===== src/sv/psq_pkg.sv =====
// ----------------------------------------------------------------------------
// psq_pkg
// Shared sizes, codes and types of the priority select queue.
// ----------------------------------------------------------------------------
package psq_pkg;

    localparam int DEPTH       = 16;
    localparam int PRIO_LEVELS = 128;
    localparam int HANDLE_BITS = 16;

    // Fixed field widths of the stream words.
    localparam int HANDLE_FIELD_W = 16;
    localparam int PRIO_FIELD_W   = 7;
    localparam int OCC_FIELD_W    = 5;

    // Stored widths follow from the parameters above.
    localparam int HANDLE_W = (HANDLE_BITS < HANDLE_FIELD_W) ? HANDLE_BITS : HANDLE_FIELD_W;
    localparam int PRIO_W   = PRIO_FIELD_W;
    localparam int PRIO_MAX = ((PRIO_LEVELS - 1) > ((1 << PRIO_FIELD_W) - 1)) ?
                              ((1 << PRIO_FIELD_W) - 1) : (PRIO_LEVELS - 1);
    localparam int WORD_W   = PRIO_W + HANDLE_W;
    localparam int ADDR_W   = (DEPTH > 1) ? $clog2(DEPTH) : 1;
    localparam int CNT_W    = $clog2(DEPTH + 1);

    // Operation codes carried in s_tuser.
    localparam logic KIND_ENQ = 1'b0;
    localparam logic KIND_DEQ = 1'b1;

    typedef enum logic [1:0] {
        ST_IDLE,
        ST_SCAN,
        ST_SHIFT,
        ST_DONE
    } state_t;

endpackage


===== src/sv/psq_ram.sv =====
// ----------------------------------------------------------------------------
// psq_ram
// Generic single write port, single read port RAM with a registered read.
// ----------------------------------------------------------------------------
module psq_ram #(
    parameter int WIDTH = 8,
    parameter int DEPTH = 16
) (
    input  logic                                   aclk,
    input  logic                                   wr_en,
    input  logic [((DEPTH > 1) ? $clog2(DEPTH) : 1)-1:0] wr_addr,
    input  logic [WIDTH-1:0]                       wr_data,
    input  logic                                   rd_en,
    input  logic [((DEPTH > 1) ? $clog2(DEPTH) : 1)-1:0] rd_addr,
    output logic [WIDTH-1:0]                       rd_data
);

    logic [WIDTH-1:0] mem [DEPTH];

    always_ff @(posedge aclk) begin
        if (wr_en) begin
            mem[wr_addr] <= wr_data;
        end
        if (rd_en) begin
            rd_data <= mem[rd_addr];
        end
    end

endmodule


===== src/sv/priority_select_queue_unit.sv =====
// ----------------------------------------------------------------------------
// priority_select_queue_unit
// Bounded queue of process handles with priorities, dequeued in FIFO or
// smallest-priority-first order, with its entries held in a RAM.
// ----------------------------------------------------------------------------
//
// Channel   Dir  Handshake            Word contents
// s_        in   s_tvalid/s_tready    tuser: kind; tdata: handle, prio
// m_        out  m_tvalid/m_tready    tuser: out_valid, rejected;
//                                     tdata: out_handle, out_prio, occupancy
// cfg_      in   cfg_valid/cfg_ready  cfg_data: priority_mode
//
// An enqueue, and any rejected word, passes from acceptance through ST_DONE to
// the result register. A dequeue searches in ST_SCAN, reading every stored
// entry in priority mode (one RAM read per entry during the minimum search)
// and only the head in FIFO mode; the shift-up in ST_SHIFT then moves one
// entry per cycle through the single RAM read and write port.
// One word is in flight at a time; the next is accepted once the result has
// been placed in the output register, which may still wait for m_tready.
// Reset (aresetn low, synchronous) empties the queue and selects priority
// mode; the RAM is not cleared because only entries below the count are read.
// ----------------------------------------------------------------------------
module priority_select_queue_unit
    import psq_pkg::*;
(
    input  logic        aclk,
    input  logic        aresetn,

    input  logic        s_tvalid,
    output logic        s_tready,
    input  logic        s_tuser,   // [0] kind
    input  logic [23:0] s_tdata,   // [15:0] handle, [22:16] prio, [23] zero

    output logic        m_tvalid,
    input  logic        m_tready,
    output logic [1:0]  m_tuser,   // [0] out_valid, [1] rejected
    output logic [31:0] m_tdata,   // [15:0] out_handle, [22:16] out_prio,
                                   // [27:23] occupancy, [31:28] zero

    input  logic        cfg_valid,
    output logic        cfg_ready,
    input  logic        cfg_data   // [0] priority_mode
);

    state_t               state_reg, state_next;
    logic [CNT_W-1:0]     count_reg, count_next;
    logic                 prio_mode_reg, prio_mode_next;

    // Search and shift bookkeeping.
    logic [CNT_W-1:0]     scan_idx_reg, scan_idx_next;   // next address to read
    logic [CNT_W-1:0]     data_idx_reg, data_idx_next;   // index of rd_data
    logic [CNT_W-1:0]     best_idx_reg, best_idx_next;
    logic [PRIO_W-1:0]    best_prio_reg, best_prio_next;
    logic [HANDLE_W-1:0]  best_handle_reg, best_handle_next;
    logic [CNT_W-1:0]     sh_idx_reg, sh_idx_next;       // entry being rewritten

    // Pending result of the word in flight.
    logic                 res_valid_reg, res_valid_next;
    logic                 res_rej_reg, res_rej_next;
    logic [HANDLE_W-1:0]  res_handle_reg, res_handle_next;
    logic [PRIO_W-1:0]    res_prio_reg, res_prio_next;

    // Output register.
    logic                 m_tvalid_reg, m_tvalid_next;
    logic [1:0]           m_tuser_reg, m_tuser_next;
    logic [31:0]          m_tdata_reg, m_tdata_next;

    // RAM port signals.
    logic                 wr_en;
    logic [ADDR_W-1:0]    wr_addr;
    logic [WORD_W-1:0]    wr_data;
    logic                 rd_en;
    logic [ADDR_W-1:0]    rd_addr;
    logic [WORD_W-1:0]    rd_data;

    logic [HANDLE_W-1:0]  in_handle;
    logic [PRIO_W-1:0]    in_prio;
    logic [PRIO_W-1:0]    in_prio_sat;
    logic [PRIO_W-1:0]    cand_prio;
    logic [HANDLE_W-1:0]  cand_handle;
    logic                 cand_take;
    logic [CNT_W-1:0]     pick_idx;
    logic [CNT_W:0]       pick_next;
    logic [CNT_W:0]       sh_ahead;

    psq_ram #(
        .WIDTH (WORD_W),
        .DEPTH (DEPTH)
    ) u_ram (
        .aclk    (aclk),
        .wr_en   (wr_en),
        .wr_addr (wr_addr),
        .wr_data (wr_data),
        .rd_en   (rd_en),
        .rd_addr (rd_addr),
        .rd_data (rd_data)
    );

    assign s_tready  = (state_reg == ST_IDLE);
    assign cfg_ready = 1'b1;
    assign m_tvalid  = m_tvalid_reg;
    assign m_tuser   = m_tuser_reg;
    assign m_tdata   = m_tdata_reg;

    assign in_handle   = s_tdata[HANDLE_W-1:0];
    assign in_prio     = s_tdata[HANDLE_FIELD_W +: PRIO_FIELD_W];
    // Priorities above the top level are stored as the top level.
    assign in_prio_sat = (in_prio > PRIO_W'(PRIO_MAX)) ? PRIO_W'(PRIO_MAX) : in_prio;

    // The RAM word holds the priority above the handle.
    assign cand_prio   = rd_data[WORD_W-1:HANDLE_W];
    assign cand_handle = rd_data[HANDLE_W-1:0];
    // Strict less-than keeps the earliest entry on equal priorities.
    assign cand_take   = (data_idx_reg == '0) || (cand_prio < best_prio_reg);
    assign pick_idx    = cand_take ? data_idx_reg : best_idx_reg;
    assign pick_next   = {1'b0, pick_idx} + (CNT_W+1)'(1);
    assign sh_ahead    = {1'b0, sh_idx_reg} + (CNT_W+1)'(2);

    always_comb begin
        state_next       = state_reg;
        count_next       = count_reg;
        prio_mode_next   = prio_mode_reg;
        scan_idx_next    = scan_idx_reg;
        data_idx_next    = data_idx_reg;
        best_idx_next    = best_idx_reg;
        best_prio_next   = best_prio_reg;
        best_handle_next = best_handle_reg;
        sh_idx_next      = sh_idx_reg;
        res_valid_next   = res_valid_reg;
        res_rej_next     = res_rej_reg;
        res_handle_next  = res_handle_reg;
        res_prio_next    = res_prio_reg;
        m_tvalid_next    = m_tvalid_reg;
        m_tuser_next     = m_tuser_reg;
        m_tdata_next     = m_tdata_reg;
        wr_en            = 1'b0;
        wr_addr          = count_reg[ADDR_W-1:0];
        wr_data          = {in_prio_sat, in_handle};
        rd_en            = 1'b0;
        rd_addr          = '0;

        if (cfg_valid && cfg_ready) begin
            prio_mode_next = cfg_data;
        end

        if (m_tvalid_reg && m_tready) begin
            m_tvalid_next = 1'b0;
        end

        case (state_reg)
            ST_IDLE: begin
                if (s_tvalid) begin
                    res_valid_next  = 1'b0;
                    res_rej_next    = 1'b0;
                    res_handle_next = '0;
                    res_prio_next   = '0;
                    if (s_tuser == KIND_ENQ) begin
                        // Append at the tail unless the queue is full.
                        if (count_reg >= CNT_W'(DEPTH)) begin
                            res_rej_next = 1'b1;
                        end else begin
                            wr_en      = 1'b1;
                            count_next = count_reg + CNT_W'(1);
                        end
                        state_next = ST_DONE;
                    end else if (count_reg == '0) begin
                        res_rej_next = 1'b1;
                        state_next   = ST_DONE;
                    end else begin
                        // Start the search with the head entry.
                        rd_en         = 1'b1;
                        rd_addr       = '0;
                        scan_idx_next = CNT_W'(1);
                        data_idx_next = '0;
                        state_next    = ST_SCAN;
                    end
                end
            end

            ST_SCAN: begin
                if (cand_take) begin
                    best_idx_next    = data_idx_reg;
                    best_prio_next   = cand_prio;
                    best_handle_next = cand_handle;
                end
                if (prio_mode_reg && (scan_idx_reg < count_reg)) begin
                    rd_en         = 1'b1;
                    rd_addr       = scan_idx_reg[ADDR_W-1:0];
                    data_idx_next = scan_idx_reg;
                    scan_idx_next = scan_idx_reg + CNT_W'(1);
                end else begin
                    res_valid_next  = 1'b1;
                    res_handle_next = cand_take ? cand_handle : best_handle_reg;
                    res_prio_next   = cand_take ? cand_prio : best_prio_reg;
                    if (pick_next < {1'b0, count_reg}) begin
                        // Later entries move up one place, one per cycle.
                        rd_en       = 1'b1;
                        rd_addr     = pick_next[ADDR_W-1:0];
                        sh_idx_next = pick_idx;
                        state_next  = ST_SHIFT;
                    end else begin
                        count_next = count_reg - CNT_W'(1);
                        state_next = ST_DONE;
                    end
                end
            end

            ST_SHIFT: begin
                wr_en   = 1'b1;
                wr_addr = sh_idx_reg[ADDR_W-1:0];
                wr_data = rd_data;
                if (sh_ahead < {1'b0, count_reg}) begin
                    rd_en       = 1'b1;
                    rd_addr     = sh_ahead[ADDR_W-1:0];
                    sh_idx_next = sh_idx_reg + CNT_W'(1);
                end else begin
                    count_next = count_reg - CNT_W'(1);
                    state_next = ST_DONE;
                end
            end

            ST_DONE: begin
                if (!m_tvalid_reg || m_tready) begin
                    m_tvalid_next = 1'b1;
                    m_tuser_next  = {res_rej_reg, res_valid_reg};
                    m_tdata_next  = {4'b0000, OCC_FIELD_W'(count_reg), res_prio_reg,
                                     HANDLE_FIELD_W'(res_handle_reg)};
                    state_next    = ST_IDLE;
                end
            end

            default: begin
                state_next = ST_IDLE;
            end
        endcase
    end

    always_ff @(posedge aclk) begin
        if (!aresetn) begin
            state_reg     <= ST_IDLE;
            count_reg     <= '0;
            prio_mode_reg <= 1'b1;
            m_tvalid_reg  <= 1'b0;
        end else begin
            state_reg     <= state_next;
            count_reg     <= count_next;
            prio_mode_reg <= prio_mode_next;
            m_tvalid_reg  <= m_tvalid_next;
        end
        scan_idx_reg    <= scan_idx_next;
        data_idx_reg    <= data_idx_next;
        best_idx_reg    <= best_idx_next;
        best_prio_reg   <= best_prio_next;
        best_handle_reg <= best_handle_next;
        sh_idx_reg      <= sh_idx_next;
        res_valid_reg   <= res_valid_next;
        res_rej_reg     <= res_rej_next;
        res_handle_reg  <= res_handle_next;
        res_prio_reg    <= res_prio_next;
        m_tuser_reg     <= m_tuser_next;
        m_tdata_reg     <= m_tdata_next;
    end

`ifndef SYNTH
    a_count_bound: assert property (@(posedge aclk) disable iff (!aresetn)
        count_reg <= CNT_W'(DEPTH))
        else $error("queue count exceeds depth");

    a_valid_not_rejected: assert property (@(posedge aclk) disable iff (!aresetn)
        m_tvalid |-> !(m_tuser[0] && m_tuser[1]))
        else $error("result both valid and rejected");

    a_shift_no_overlap: assert property (@(posedge aclk) disable iff (!aresetn)
        (wr_en && rd_en) |-> (wr_addr != rd_addr))
        else $error("RAM read and write hit the same entry");

    a_dequeue_drops_one: assert property (@(posedge aclk) disable iff (!aresetn)
        (state_reg == ST_SHIFT && state_next == ST_DONE)
        |=> (count_reg == $past(count_reg) - CNT_W'(1)))
        else $error("dequeue did not remove exactly one entry");

    a_accept_idle_only: assert property (@(posedge aclk) disable iff (!aresetn)
        (s_tvalid && s_tready) |=> (state_reg != ST_IDLE))
        else $error("accepted word did not start processing");
`endif

endmodule

===== config.mk =====
export PLATFORM = sky130hd
export DESIGN_NAME = priority_select_queue_unit
export DESIGN_NICKNAME = d
export VERILOG_FILES = /design/src/sv/psq_pkg.sv /design/src/sv/psq_ram.sv /design/src/sv/priority_select_queue_unit.sv
export SDC_FILE = /design/constraint.sdc
export NUM_CORES = 1
export LEC_CHECK = 0
export BUFFER_PORTS_ARGS = -buffer_cell sky130_fd_sc_hd__clkbuf_2
export CAP_MARGIN = 20
export CORE_MARGIN = 4
export CORE_UTILIZATION = 25
export DETAILED_ROUTE_END_ITERATION = 8
export PLACE_DENSITY = 0.42
export SETUP_SLACK_MARGIN = 0.1
export SYNTH_ARGS = -nofsm -noshare
export SYNTH_HDL_FRONTEND = slang
export SYNTH_SLANG_ARGS = --single-unit

===== constraint.sdc =====
create_clock -name aclk -period 5.9 [get_ports aclk]
set_clock_uncertainty 0.15 [all_clocks]
set_input_delay 1.18 -clock aclk [delete_from_list [all_inputs] [get_ports aclk]]
set_output_delay 1.18 -clock aclk [all_outputs]
set_load 0.03 [all_outputs]

==> After elaboration in Yosys (flattened, before gate mapping) <==
Memory sizes are Yosys's and may differ from the RTL's. A register that Yosys moved wholly into a read port is not among the register bits.
Index checks and enable logic that the tools add are counted.
{ "totals": {"regBits": 107, "ram_bits": 368, "inputBits": 31, "output_inout_bits": 37, "n_memories": 1} }
{ "mem_list": {"columns": ["memory", "depth", "word_bits", "rd", "rd_clocked_by_memory_dff", "wr", "line", "source"], "rows": [
  ["u_ram.mem", 16, 23, 1, 1, 1, "psq_ram.sv:18", "logic [WIDTH-1:0] mem [DEPTH];"]
]} }
{ "classes": {"n_addsub": 6, "n_lt_le_gt_ge": 6, "eq_ne": 15, "n_mux": 67, "n_reduce_logical": 18} }
{ "op_table": {"columns": ["cell", "n"], "rows": [
  ["5-bit two-way mux", 18],
  ["16-bit two-way mux", 3],
  ["16-bit case mux with 2 select lines", 1],
  ["5-bit case mux with 2 select lines", 3],
  ["7-bit two-way mux", 4],
  ["23-bit two-way mux", 1],
  ["2-bit inequality test, second input constant", 11],
  ["1-bit two-way mux", 20],
  ["4-bit two-way mux", 4],
  ["5-bit by 1-bit adder with 5-bit output, second input constant", 3],
  ["5-bit case mux with 3 select lines", 1],
  ["7-bit case mux with 2 select lines", 1],
  ["6-bit by 5-bit less-than comparator with 1-bit output", 2],
  ["2-bit two-way mux", 6],
  ["5-bit logical NOT", 2],
  ["2-bit case mux with 4 select lines", 1],
  ["4-bit case mux with 2 select lines", 1],
  ["4-bit AND reduction", 2],
  ["7-bit > comparator, second input constant", 1],
  ["7-bit less-than comparator", 1],
  ["7-bit AND reduction", 1],
  ["5-bit by 1-bit adder with 6-bit output, second input constant", 1],
  ["5-bit by 2-bit adder with 6-bit output, second input constant", 1],
  ["5-bit >= comparator, second input constant", 1],
  ["16 further kinds", 22]
]} }

==> Depth between registers and ports, before layout <==
Gate-level depths: netlist of run 1.
{ "logic_depth": {"word_depth": 8, "mapped_depth": 26, "ltp_nobuf": 21} }

==> By module <==
A second synthesis of run 1 with hierarchy kept.
{ "hier_totals": {"hier_cells": 1032, "hier_area_um2": 20055.5} }
{ "by_module_without_submodules": {"columns": ["mod", "n_inst", "cells_each", "area_each_um2", "seq_area_each_um2"], "rows": [
  ["psq_ram", 1, 608, 14538.9, 11741.3],
  ["priority_select_queue_unit", 1, 424, 5516.5, 3123.0]
]} }

==> Least setup slack after synthesis of run 1 <==
OpenSTA, ideal clock, no wires.
{ "synth_path": {"kind": "flip-flop to flip-flop", "startpoint": "reg u_ram.rd_data[18], read port of u_ram.mem", "endpoint": "reg u_ram.rd_data[0], read port of u_ram.mem, enable pin", "t_arrival_ns": 4.597, "path_slack_ns": 0.742, "path_stages_with_launch": 21, "n_path_buf": 2, "period_less_slack_ns": 5.158, "path_cell_list": "edfxtp_1 -> ha_1 -> nand2_1 -> o21ai_0 -> a21o_1 -> and2_1 -> clkbuf_1 -> clkbuf_1 -> nand2_1 -> nand2_1 -> ha_1 -> o21ai_0 -> xnor2_1 -> ha_1 -> nand2_1 -> o211ai_1 -> o21ai_1 -> a32oi_2 -> nor2_1 -> nor2_1 -> a21oi_1"} }
{ "synth_between": {"elab_chain_cells": 8} }
{ "synth_lines": {"columns": ["element", "line", "source"], "rows": [
  ["from (decl)", "psq_ram.sv:15", "output logic [WIDTH-1:0] rd_data"],
  ["7-bit less-than comparator", "priority_select_queue_unit.sv:114", "assign cand_take = (data_idx_reg == '0) || (cand_prio < best_prio_reg);"],
  ["1-bit logical OR", "priority_select_queue_unit.sv:114", null],
  ["5-bit two-way mux", "priority_select_queue_unit.sv:115", "assign pick_idx = cand_take ? data_idx_reg : best_idx_reg;"],
  ["net pick_idx[1]", "priority_select_queue_unit.sv:82", "logic [CNT_W-1:0] pick_idx;"],
  ["5-bit by 1-bit adder with 6-bit output", "priority_select_queue_unit.sv:116", "assign pick_next = {1'b0, pick_idx} + (CNT_W+1)'(1);"],
  ["6-bit by 5-bit less-than comparator with 1-bit output", "priority_select_queue_unit.sv:195", "if (pick_next < {1'b0, count_reg}) begin"],
  ["1-bit two-way mux", "priority_select_queue_unit.sv:195", null],
  ["1-bit two-way mux", "priority_select_queue_unit.sv:186", "if (prio_mode_reg && (scan_idx_reg < count_reg)) begin"],
  ["1-bit case mux with 3 select lines", "priority_select_queue_unit.sv:150", "case (state_reg)"],
  ["net rd_en", "priority_select_queue_unit.sv:72", "logic rd_en;"]
]} }
The timed path passes the listed nets, and every way through them passes these cells.
A chain may end at the register's enable or synchronous reset.

==> Final worst setup path of run 1 <==
{ "layout_path": {"startpoint": "reg u_ram.rd_data[20], read port of u_ram.mem", "endpoint": "reg u_ram.rd_data[7], read port of u_ram.mem (data pin)"} }
{ "layout_between": {"elab_chain_cells": 8} }
{ "layout_lines": {"columns": ["element", "line"], "rows": [
  ["7-bit less-than comparator *", "priority_select_queue_unit.sv:114"],
  ["1-bit logical OR *", "priority_select_queue_unit.sv:114"],
  ["5-bit two-way mux *", "priority_select_queue_unit.sv:115"],
  ["net pick_idx[1]", "priority_select_queue_unit.sv:82"],
  ["5-bit by 1-bit adder with 6-bit output *", "priority_select_queue_unit.sv:116"],
  ["6-bit by 5-bit less-than comparator with 1-bit output", "priority_select_queue_unit.sv:195"],
  ["1-bit two-way mux / 4-bit two-way mux (equally long branches)", "priority_select_queue_unit.sv:195"],
  ["1-bit two-way mux / 4-bit two-way mux (equally long branches)", "priority_select_queue_unit.sv:186"],
  ["1-bit case mux with 3 select lines / 4-bit case mux with 2 select lines (equally long branches)", "priority_select_queue_unit.sv:150"]
]} }
Mark *: on every way through the listed nets, which the timed path passes. The rest lies on a longest branch.

==> flow_metrics.tcl, run 1 <==
set metrics [dict create \
    grt_pass1_wl_um 83100 \
    synth_most_common_cell "edfxtp_1" \
    start_util_pct 25.3 \
    synth-compound-area-share_pct 8.33 \
    rows 106 \
    drcViolationCount 0 \
    grt_max_degree 68 \
    rsz0062_at_grt "no" \
    postRouteAntennaNets 0 \
    yosysTopAreaCell "edfxtp_1" \
    grt-ovfl-total 0 \
    clock_latency_ns 0.62 \
    critPathKind "reg2reg" \
    synth_edf_count 489 \
    p_clk_share_pct 23.9 \
    cp.arrival_ns 5.59 \
    hold_start "res_handle_reg[14]" \
    power.leakage_uw 0.00845 \
    ys_top_cells_by_area "edfxtp_1 69%, mux2i_1 5.5%, mux2_2 3.9%, a21oi_1 2.0%, ha_1 1.7%" \
    drive_above_1_share_pct 18.9 \
    ys_seq_elements 498 \
    slew_headroom_pct 29.6 \
    period_share_pct 91.7 \
    power_frac_comb_pct 37.2 \
    largest_reg_flops 368 \
    dr.pass1.iters 5 \
    ios 68 \
    reg2reg_from "u_ram.rd_data[20]" \
    powerDensity_nw_per_um2 537 \
    die_x_um 299 \
    die_area_um2 89600 \
    power.internal_uw 8460 \
    grt_pass1_vias 12300 \
    place.gp.congestion 0.756 \
    worstHoldPathCells 0 \
    ir_drop_v 0.000324 \
    area_growth_pct 17.5 \
    antenna_found_initial 2 \
    tritoncts "done" \
    num_vias 12200 \
    cts_root_buffer "clkbuf_16" \
    clockBufferDepth 3 \
    maxSlewViolCount 0 \
    path_max_fanout 42 \
    hold_buffers 0 \
    rrSetupSlack_ns 0.49 \
    ff2ff_path_depth 22 \
    ys_top_cells_by_count "489 x edfxtp_1, 117 x mux2i_1, 86 x a21oi_1" \
    cap_viol_max_count 0 \
    fp.dieH_um 299 \
    muxShareOfSynthArea_pct 9.44 \
    synthDistinctLibCells 65 \
    ys_warn_count 0 \
    fillers 8375 \
    synth_cells 1435 \
    synthXorXnorAreaFrac_pct 0.660 \
    period_minus_slack_ns 5.41 \
    wl_per_cell_um 21.0 \
    hold_viol 0 \
    hp-class "reg2reg" \
    routed_wl_um 56600 \
    cts_resized 0 \
    port_buffers 61 \
    tns_ns 0 \
    drt_iter0_drc 726 \
    routed_via_density 4.53 \
    clkTransAtPathRegs_ns 0.06 \
    async_flop_share_pct 0 \
    netlist.area_leader.share_pct 69.2 \
    synth_top_flop_cell "edfxtp_1" \
    cts_buffers 54 \
    track_usage_pct 12.4 \
    finalNonFillerCells 2690 \
    fmaxAchievable_mhz 185 \
    cp-startpoint "u_ram.rd_data[20]" \
    post-cts-setup-buffers 0 \
    detailed_place_hpwl_um 32300 \
    htreeDepth 2 \
    p_sw_share_pct 36.8 \
    syn_area_um2 21200 \
    ys_seq_area_share_pct 70.0 \
    nNetsFinal 1575 \
    switching_power_uw 4920 \
    critPathRequiredTime_ns 6.08 \
    avgSynthCellArea_um2 14.8 \
    cts.sinks 498 \
    synth_fa_ha_area_share_pct 1.80 \
    tightest_slew_ns 1.06 \
    core_area_um2 84000 \
    start_kind "register" \
    pwr-share-seq_pct 38.9 \
    dp.cells 2591 \
    yosys.area_share.simple_pct 6.81 \
    finalSetupViolCount 0 \
    end_kind "register" \
    status "complete, no violations" \
    synth_top_family_by_area "multiplexers" \
]
power groups by stage:
stage / clock, uW / combinational (uW) / sequential, uW
after global routing: 3440 / 5480 / 5260
after global placement: 0 / 5020 / 5270
after floorplan: 0 / 3260 / 5180
after detailed placement: 0 / 5040 / 5280
after CTS: 3300 / 5070 / 5210
final: 3200 / 4990 / 5210
cell families after synthesis:
group / count (synthesis)
buffers and inverters: 136
and+or+nand+nor: 298
xor gates and xnor gates: 16
other: 2
AOI/OAI and AO/OA: 264
DFF: 498
muxes: 191
adders and majority gates: 30
worst paths after layout:
check,end
setup / recovery,u_ram.rd_data[7]
hold / removal,m_tdata[14]
setup reg to reg,u_ram.rd_data[7]
hold reg to reg,m_tdata[14]
per-layer routing:
| layer | track usage (%) | wire (um) | up-vias |
|---|---|---|---|
| li1 | - | - | 5648 |
| met1 | 16.7 | 25800 | 6203 |
| met2 | 20.8 | 27100 | 252 |
| met3 | 2.14 | 2350 | 75 |
| met4 | 3.27 | 1260 | 0 |
| met5 | 0 | 0 | - |
critical path, cell delays in order (launching register included):
cell and delay (ns):
edfxtp_1 0.50, ha_1 0.34, a21oi_1 0.12, o21ai_0 0.20, a21oi_1 0.36, buf_4 0.22, nand2_1 0.06, nand2_1 0.16
ha_1 0.23, o21ai_0 0.13, xnor2_1 0.15, ha_1 0.32, o21ai_0 0.09, a21oi_1 0.10, nor2_1 0.20, o211ai_1 0.25
o21ai_4 0.22, buf_12 0.23, buf_12 0.29, mux2i_1 0.24, a21oi_1 0.09, a221oi_1 0.34, a31oi_1 0.11
layout make-up:
| cell class | instances | area (um^2) | area share (%) |
|---|---|---|---|
| timing repair buffer | 110 | 886 | 3.55 |
| tap | 1134 | 1420 | 5.69 |
| clock inverter | 27 | 220 | 0.883 |
| sequential | 498 | 14900 | 59.6 |
| inverter | 46 | 173 | 0.692 |
| multi-input combinational | 804 | 5940 | 23.8 |
| clock buffer | 70 | 1430 | 5.74 |
| antenna | 1 | 2.50 | 0.0100 |
per-stage QoR:
| stage | total power (uW) | worst slack (ns) | hold WS, ns | cell area, um^2 | utilization (%) |
|---|---|---|---|---|---|
| 2_1_floorplan | 8440 | 0.742 | 0.250 | 21200 | - |
| 3_3_place_gp | 10300 | 0.362 | 0.251 | 23300 | 27.7 |
| 4_1_cts | 13600 | 0.308 | 0.258 | 24900 | 29.7 |
| 3_5_place_dp | 10300 | 0.295 | 0.255 | 23300 | 27.7 |
| 5_1_grt | 14200 | 0.108 | 0.270 | 24900 | 29.7 |
| 6_report | 13400 | 0.492 | 0.253 | 24900 | 29.7 |
cell usage in the layout (no fill, tap or decap), types with 17 or more instances in the layout:
master / n
edfxtp_1: 489
mux2i_1: 117
a21oi_1: 85
mux2_2: 74
nand2_1: 71
nand3_1: 71
clkbuf_2: 61
clkbuf_16: 55
o21ai_0: 54
nor2_1: 50
inv_1: 45
buf_4: 32
and2_1: 30
nand2b_1: 27
ha_1: 26
a31oi_1: 24
a311oi_1: 23
buf_12: 17
No activity file was read; power rests on OpenSTA's default activity.
==> run 2, diff against run 1 <==
--- a/config.mk
+++ b/config.mk
@@ -5,12 +5,12 @@
 export SDC_FILE = /design/constraint.sdc
 export NUM_CORES = 1
 export LEC_CHECK = 0
-export BUFFER_PORTS_ARGS = -buffer_cell sky130_fd_sc_hd__clkbuf_2
 export CAP_MARGIN = 20
 export CORE_MARGIN = 4
 export CORE_UTILIZATION = 25
 export DETAILED_ROUTE_END_ITERATION = 8
-export PLACE_DENSITY = 0.42
+export DONT_BUFFER_PORTS = 1
+export PLACE_DENSITY = 0.41
 export SETUP_SLACK_MARGIN = 0.1
 export SYNTH_ARGS = -nofsm -noshare
 export SYNTH_HDL_FRONTEND = slang
==> constraint.sdc (replaced) <==
create_clock -name aclk -period 5.9 [get_ports aclk]
set_clock_uncertainty 0.15 [all_clocks]
set_input_delay 0.59 -clock aclk [delete_from_list [all_inputs] [get_ports aclk]]
set_output_delay 0.59 -clock aclk [all_outputs]
set_load 0.03 [all_outputs]
==> run 2 against run 1 <==
  * Combinational power fell by 2%
  * Sequential cell count did not move
  * Clock-buffer cell count fell by 6
  * Design area fell by 0.30%
  * Critical endpoint is now u_ram.rd_data[21]
  * Largest cell class unchanged
  * Clock power rose by 4%
  * Maximum frequency rose by 1.4%
  * Power rose by 0.91%
==> flow_metrics.tcl, run 2 (same netlist as run 1, synthesis figures left out) <==
set metrics [dict create \
    status "complete, no violations" \
    rows 106 \
    cts_buffers 55 \
    clock_latency_ns 0.63 \
    grt_pass1_wl_um 83800 \
    p_sw_share_pct 36.8 \
    p_total_uw 13500 \
    cts.sinks 498 \
    fp.dieH_um 299 \
    die_x_um 299 \
    port_buffers 0 \
    rsz0062_at_grt "no" \
    cts_root_buffer "clkbuf_16" \
    tns_ns 0 \
    pwr-share-seq_pct 39.1 \
    track_usage_pct 12.6 \
    dp.cells 2537 \
    routed_wl_um 57500 \
    period_minus_slack_ns 5.34 \
    cp.arrival_ns 5.66 \
    start_util_pct 25.3 \
    antenna_found_initial 12 \
    place.gp.congestion 0.751 \
    finalNonFillerCells 2642 \
    end_kind "register" \
    tritoncts "done" \
    maxSlewViolCount 0 \
    largest_reg_flops 368 \
    switching_power_uw 4970 \
    wl_per_cell_um 21.8 \
    ir_drop_v 0.000256 \
    num_vias 12000 \
    period_share_pct 90.4 \
    finalSetupViolCount 0 \
    layout_commonest_cell "edfxtp_1" \
    area_growth_pct 17.1 \
    slew_headroom_pct 28.7 \
    routed_via_density 4.53 \
    drcViolationCount 0 \
    fmaxAchievable_mhz 187 \
    tightest_slew_ns 1.07 \
    clkTransAtPathRegs_ns 0.06 \
    die_area_um2 89600 \
    nNetsFinal 1523 \
    drt_iter0_drc 783 \
    start_kind "register" \
    power_frac_comb_pct 36.3 \
    powerDensity_nw_per_um2 543 \
    critPathRequiredTime_ns 6.23 \
    power.internal_uw 8540 \
    critPathKind "reg2reg" \
    fillers 8381 \
    htreeDepth 2 \
    ios 68 \
    grt-ovfl-total 0 \
    path_max_fanout 28 \
    dr.pass1.iters 5 \
    core_area_um2 84000 \
    hold_viol 0 \
    hp-class "in2reg" \
    grt_pass1_vias 11800 \
    cap_viol_max_count 0 \
    clockBufferDepth 3 \
    drive_above_1_share_pct 16.8 \
    power.leakage_uw 0.00830 \
    p_clk_share_pct 24.6 \
    grt_max_degree 52 \
    detailed_place_hpwl_um 33500 \
    postRouteAntennaNets 0 \
    mostFrequentLayoutCells "489 x edfxtp_1, 117 x mux2i_1, 85 x a21oi_1" \
]
run 2: changes by cell type in the layout (fill, tap and decap cells not counted), moves of 3 or more:
| cell | change |
|---|---|
| clkinv_2 | +8 |
| buf_16 | +3 |
| clkbuf_2 | -61 |
| clkinv_1 | -3 |
| clkbuf_1 | -7 |
| clkinvlp_4 | +4 |
run 2: path summary, 6_finish.rpt:
check             slack (ns)                end         startpoint  cells after the start
setup reg to reg        0.56  u_ram.rd_data[21]  u_ram.rd_data[20]                     22
hold reg to reg         0.27         m_tdata[5]  res_handle_reg[5]                      0
hold / removal          0.08        res_rej_reg            s_tuser                      2
setup / recovery        0.56  u_ram.rd_data[21]  u_ram.rd_data[20]                     22
run 2: routing by layer:
layer | vias up | global-route usage, % | part of all wire (%)
li1 | 5545 | - | -
met2 | 241 | 20.7 | 48
met1 | 6084 | 17.4 | 46
met3 | 81 | 2.30 | 4.2
met4 | 8 | 3.05 | 1.9
met5 | - | 0 | 0.090
run 2: cell type report:
cell class	instances	area [um^2]	area share [%]
tap	1134	1420	5.71
antenna	2	5.00	0.0201
sequential	498	14900	59.8
multi-input combinational	804	5940	23.9
clock inverter	37	299	1.20
inverter	46	173	0.694
clock buffer	64	1430	5.76
timing repair buffer	57	731	2.94
run 2: critical path, stage by stage (launching register included):
cell      delay, ns
edfxtp_1       0.51
ha_1           0.35
a21oi_1        0.06
o21ai_0        0.40
a21o_1         0.21
and2_1         0.17
nand2_1        0.05
nand2_1        0.16
ha_1           0.23
o21ai_0        0.12
xnor2_1        0.20
ha_1           0.28
nand2_1        0.06
o211ai_1       0.13
o21ai_1        0.20
a32oi_2        0.23
o31ai_4        0.47
and2_4         0.26
buf_12         0.20
buf_4          0.17
nor2_1         0.05
o32ai_1        0.28
mux2_2         0.24
run 2: what timing repair did:
action                                 in CTS  in global routing
endpoints found under the hold margin       9                  0
setup endpoints to repair                   0                 14
hold buffers                                2                  0
resized for setup                           0                  2
buffers inserted                            0                  0
run 2: power groups by stage:
| stage | Combinational, uW | Clock (uW) | Sequential (uW) |
|---|---|---|---|
| 2_1_floorplan | 3260 | 0 | 5180 |
| 3_3_place_gp | 4960 | 0 | 5340 |
| 3_5_place_dp | 4990 | 0 | 5350 |
| 4_1_cts | 5010 | 3440 | 5280 |
| 5_1_grt | 5420 | 3580 | 5330 |
| 6_report | 4910 | 3320 | 5280 |
run 2: metrics by stage:
step / area, um^2 / worst slack, ns / util (%) / hold slack [ns]
after global routing: 24900 / 0.120 / 29.6 / 0.0606
after detailed placement: 23100 / 0.464 / 27.5 / 0.257
after floorplan: 21200 / 0.742 / - / 0.250
final: 24900 / 0.564 / 29.6 / 0.0824
after global placement: 23000 / 0.458 / 27.4 / 0.255
after CTS: 24900 / 0.419 / 29.6 / 0.0417
==> run 3, diff against run 2 <==
--- a/config.mk
+++ b/config.mk
@@ -14,4 +14,5 @@
 export SETUP_SLACK_MARGIN = 0.1
 export SYNTH_ARGS = -nofsm -noshare
 export SYNTH_HDL_FRONTEND = slang
+export SYNTH_HIERARCHICAL = 1
 export SYNTH_SLANG_ARGS = --single-unit
==> constraint.sdc (replaced) <==
create_clock -name aclk -period 5.2 [get_ports aclk]
set_clock_uncertainty 0.15 [all_clocks]
set_input_delay 0.52 -clock aclk [delete_from_list [all_inputs] [get_ports aclk]]
set_output_delay 0.52 -clock aclk [all_outputs]
set_load 0.02 [all_outputs]
==> run 3 against run 2 <==
  * The run now ends with negative setup slack left
  * Register-to-register slack got worse by 0.87 ns
  * Cell count shrank 14%
  * Sequential power is 12% higher
  * Core utilization is 1.8 points higher
  * Critical path type unchanged
  * Largest power group is now combinational logic
==> flow_metrics.tcl, run 3 <==
set metrics [dict create \
    finalSetupViolCount 23 \
    rows 103 \
    critPathBufInv 4 \
    postRouteAntennaNets 0 \
    cts_root_buffer "clkbuf_16" \
    critPathRequiredTime_ns 5.40 \
    period_minus_slack_ns 5.51 \
    num_vias 10000 \
    place.gp.congestion 0.707 \
    drcViolationCount 0 \
    routed_via_density 4.41 \
    crit_slowest_cell "mux4_2" \
    cp.arrival_ns 5.71 \
    ys_warn_count 6 \
    port_buffers 0 \
    critPathMaxStageDelay_ns 0.51 \
    critPathKind "reg2reg" \
    dr.pass1.iters 4 \
    path_max_fanout 8 \
    syn_area_um2 20100 \
    ys_seq_area_share_pct 74.1 \
    tritoncts "done" \
    clkTransAtPathRegs_ns 0.06 \
    ys_top_cells_by_count "489 x edfxtp_1, 92 x mux4_2, 54 x nand2_1" \
    cts_buffers 54 \
    slew_headroom_pct 22.3 \
    die_x_um 291 \
    netlist.area_leader.share_pct 73.2 \
    clockBufferDepth 3 \
    synthDistinctLibCells 54 \
    start_kind "register" \
    end_kind "register" \
    wl_per_cell_um 22.5 \
    ys_seq_elements 498 \
    synth_most_common_cell "edfxtp_1" \
    mostFrequentLayoutCells "489 x edfxtp_1, 100 x buf_4, 92 x mux4_2" \
    grt_pass1_wl_um 74700 \
    grt-ovfl-total 0 \
    hold_viol 0 \
    crit_family "compound AO/OA/AOI/OAI gates" \
    die_area_um2 84800 \
    synth_cells 1032 \
    detailed_place_hpwl_um 31700 \
    path_cells "ha_4, a21o_1, a221o_1, a41o_4, and3_4, a21o_1, ha_2, inv_2, nand3_2, nor2b_4, ha_4, a211oi_4, nand4_1, mux2_4, a221o_4, nor3_4, o21a_4, buf_12, buf_12, buf_16, mux4_2, a22oi_2, nand2_1" \
    place_ws_ns -0.463 \
    start_util_pct 25.3 \
    ir_drop_v 0.000332 \
    fp.dieH_um 291 \
    maxSlewViolCount 0 \
    hp-class "in2reg" \
    synth_edf_count 489 \
    ios 68 \
    nNetsFinal 1244 \
    fmaxAchievable_mhz 182 \
    routed_wl_um 51400 \
    setup_ws_ns -0.309 \
    cap_viol_max_count 0 \
    layout_commonest_cell "edfxtp_1" \
    core_area_um2 79300 \
    synth_top_flop_cell "edfxtp_1" \
    clock_latency_ns 0.61 \
    ys_top_cells_by_area "edfxtp_1 73%, mux4_2 10%, mux2_2 2.6%, ha_1 1.8%, a22oi_1 1.8%" \
    async_flop_share_pct 0 \
    violations "negative setup slack" \
    largest_reg_flops 368 \
    htreeDepth 2 \
    track_usage_pct 11.9 \
    rsz0062_at_grt "yes" \
    powerDensity_nw_per_um2 632 \
    period_share_pct 106 \
    cts.sinks 498 \
    drt_iter0_drc 918 \
    drive_above_1_share_pct 35.8 \
    area_growth_pct 24.1 \
    grt_pass1_vias 10500 \
    yosysTopAreaCell "edfxtp_1" \
    p_total_uw 15700 \
    antenna_found_initial 6 \
    power.leakage_uw 0.00802 \
    avgSynthCellArea_um2 19.4 \
    tightest_slew_ns 1.17 \
    grt_max_degree 50 \
    status "complete, but fails checks" \
]
==> run 3: changes by cell type after synthesis, sizes merged, moves of 25 or more <==
| cell | previous run | this run |
|---|---|---|
| o21ai | 61 | 11 |
| nand3 | 71 | 11 |
| nor2 | 66 | 25 |
| clkbuf | 51 | 17 |
| a22oi | 1 | 47 |
| a21oi | 86 | 12 |
| mux2i | 117 | 12 |
| mux4 | 0 | 92 |
| mux2 | 74 | 49 |
==> run 3: worst reg2reg max path, cell delays in order (launching register included) <==
cell and delay [ns]:
edfxtp_1 0.48, ha_4 0.28, a21o_1 0.15, a221o_1 0.39
a41o_4 0.31, and3_4 0.17, a21o_1 0.18, ha_2 0.18
inv_2 0.07, nand3_2 0.07, nor2b_4 0.14, ha_4 0.16
a211oi_4 0.27, nand4_1 0.12, mux2_4 0.28, a221o_4 0.38
nor3_4 0.13, o21a_4 0.19, buf_12 0.15, buf_12 0.14
buf_16 0.15, mux4_2 0.51, a22oi_2 0.17, nand2_1 0.08
==> run 3: routing by layer <==
metal	track usage, %	vias to the layer above	wire length (um)
met4	3.21	6	1110
met2	18.9	180	23900
met3	2.52	73	2160
met5	0	-	35
li1	-	4468	-
met1	16.6	5315	24100
==> run 3: layout make-up <==
type | count | area [um^2]
clock inverters | 33 | 318
clock buffers | 67 | 1430
diodes | 2 | 5.00
multi-input cells | 465 | 5330
inverters | 24 | 90.1
well taps | 1050 | 1310
fillers | 7621 | 54400
flip-flops and latches | 498 | 14900
repair buffers | 140 | 1540
==> run 3: what timing repair did <==
item | 4_1_cts | 5_1_grt
cloned | 2 | 2
setup endpoints to repair | 46 | 46
resized for setup | 36 | 24
hold buffers | 2 | 0
pin swaps | 6 | 12
hold endpoints to repair | 9 | 0
setup buffers | 27 | 9
==> run 3: worst paths after layout <==
kind                                   startpoint                 to  slack [ns]  depth (start not counted)
worst max-delay path            u_ram/rd_data[20]  u_ram/rd_data[17]       -0.31                         23
worst min-delay path                      s_tuser        res_rej_reg        0.07                          2
worst max register to register  u_ram/rd_data[20]  u_ram/rd_data[17]       -0.31                         23
worst min register to register    res_prio_reg[3]        m_tdata[19]        0.27                          0
==> run 3: power by group <==
part / switching (uW) / leakage [uW] / internal [uW]
Clock: 1590 / 0.000857 / 2200
Combinational: 3110 / 0.00264 / 2930
Sequential: 332 / 0.00453 / 5570
==> run 3: metrics by stage <==
| step | hold WS [ns] | TNS (ns) | instances | area [um^2] | util [%] |
|---|---|---|---|---|---|
| after CTS | 0.0433 | -5.44 | 2266 | 24600 | 31.1 |
| after detailed placement | 0.255 | -8.30 | 2135 | 22400 | 28.3 |
| after global routing | 0.0526 | -11.94 | 2277 | 24900 | 31.4 |
| after floorplan | 0.250 | -0.173 | 1035 | 20200 | - |
| final | 0.0697 | -5.79 | 2279 | 24900 | 31.4 |
| after global placement | 0.253 | -8.88 | 2135 | 22400 | 28.3 |
==> run 3: logic make-up after synthesis <==
family / Yosys count / share of synthesized area (%)
XOR/XNOR: 13 / 0.568
AND/OR/NAND/NOR: 160 / 3.93
flip-flops: 498 / 74.1
other: 2 / 0.0374
AO/OA/AOI/OAI: 104 / 3.94
buffers and inverters: 72 / 1.76
adder cells (fa/ha/maj): 30 / 1.91
multiplexers: 153 / 13.7
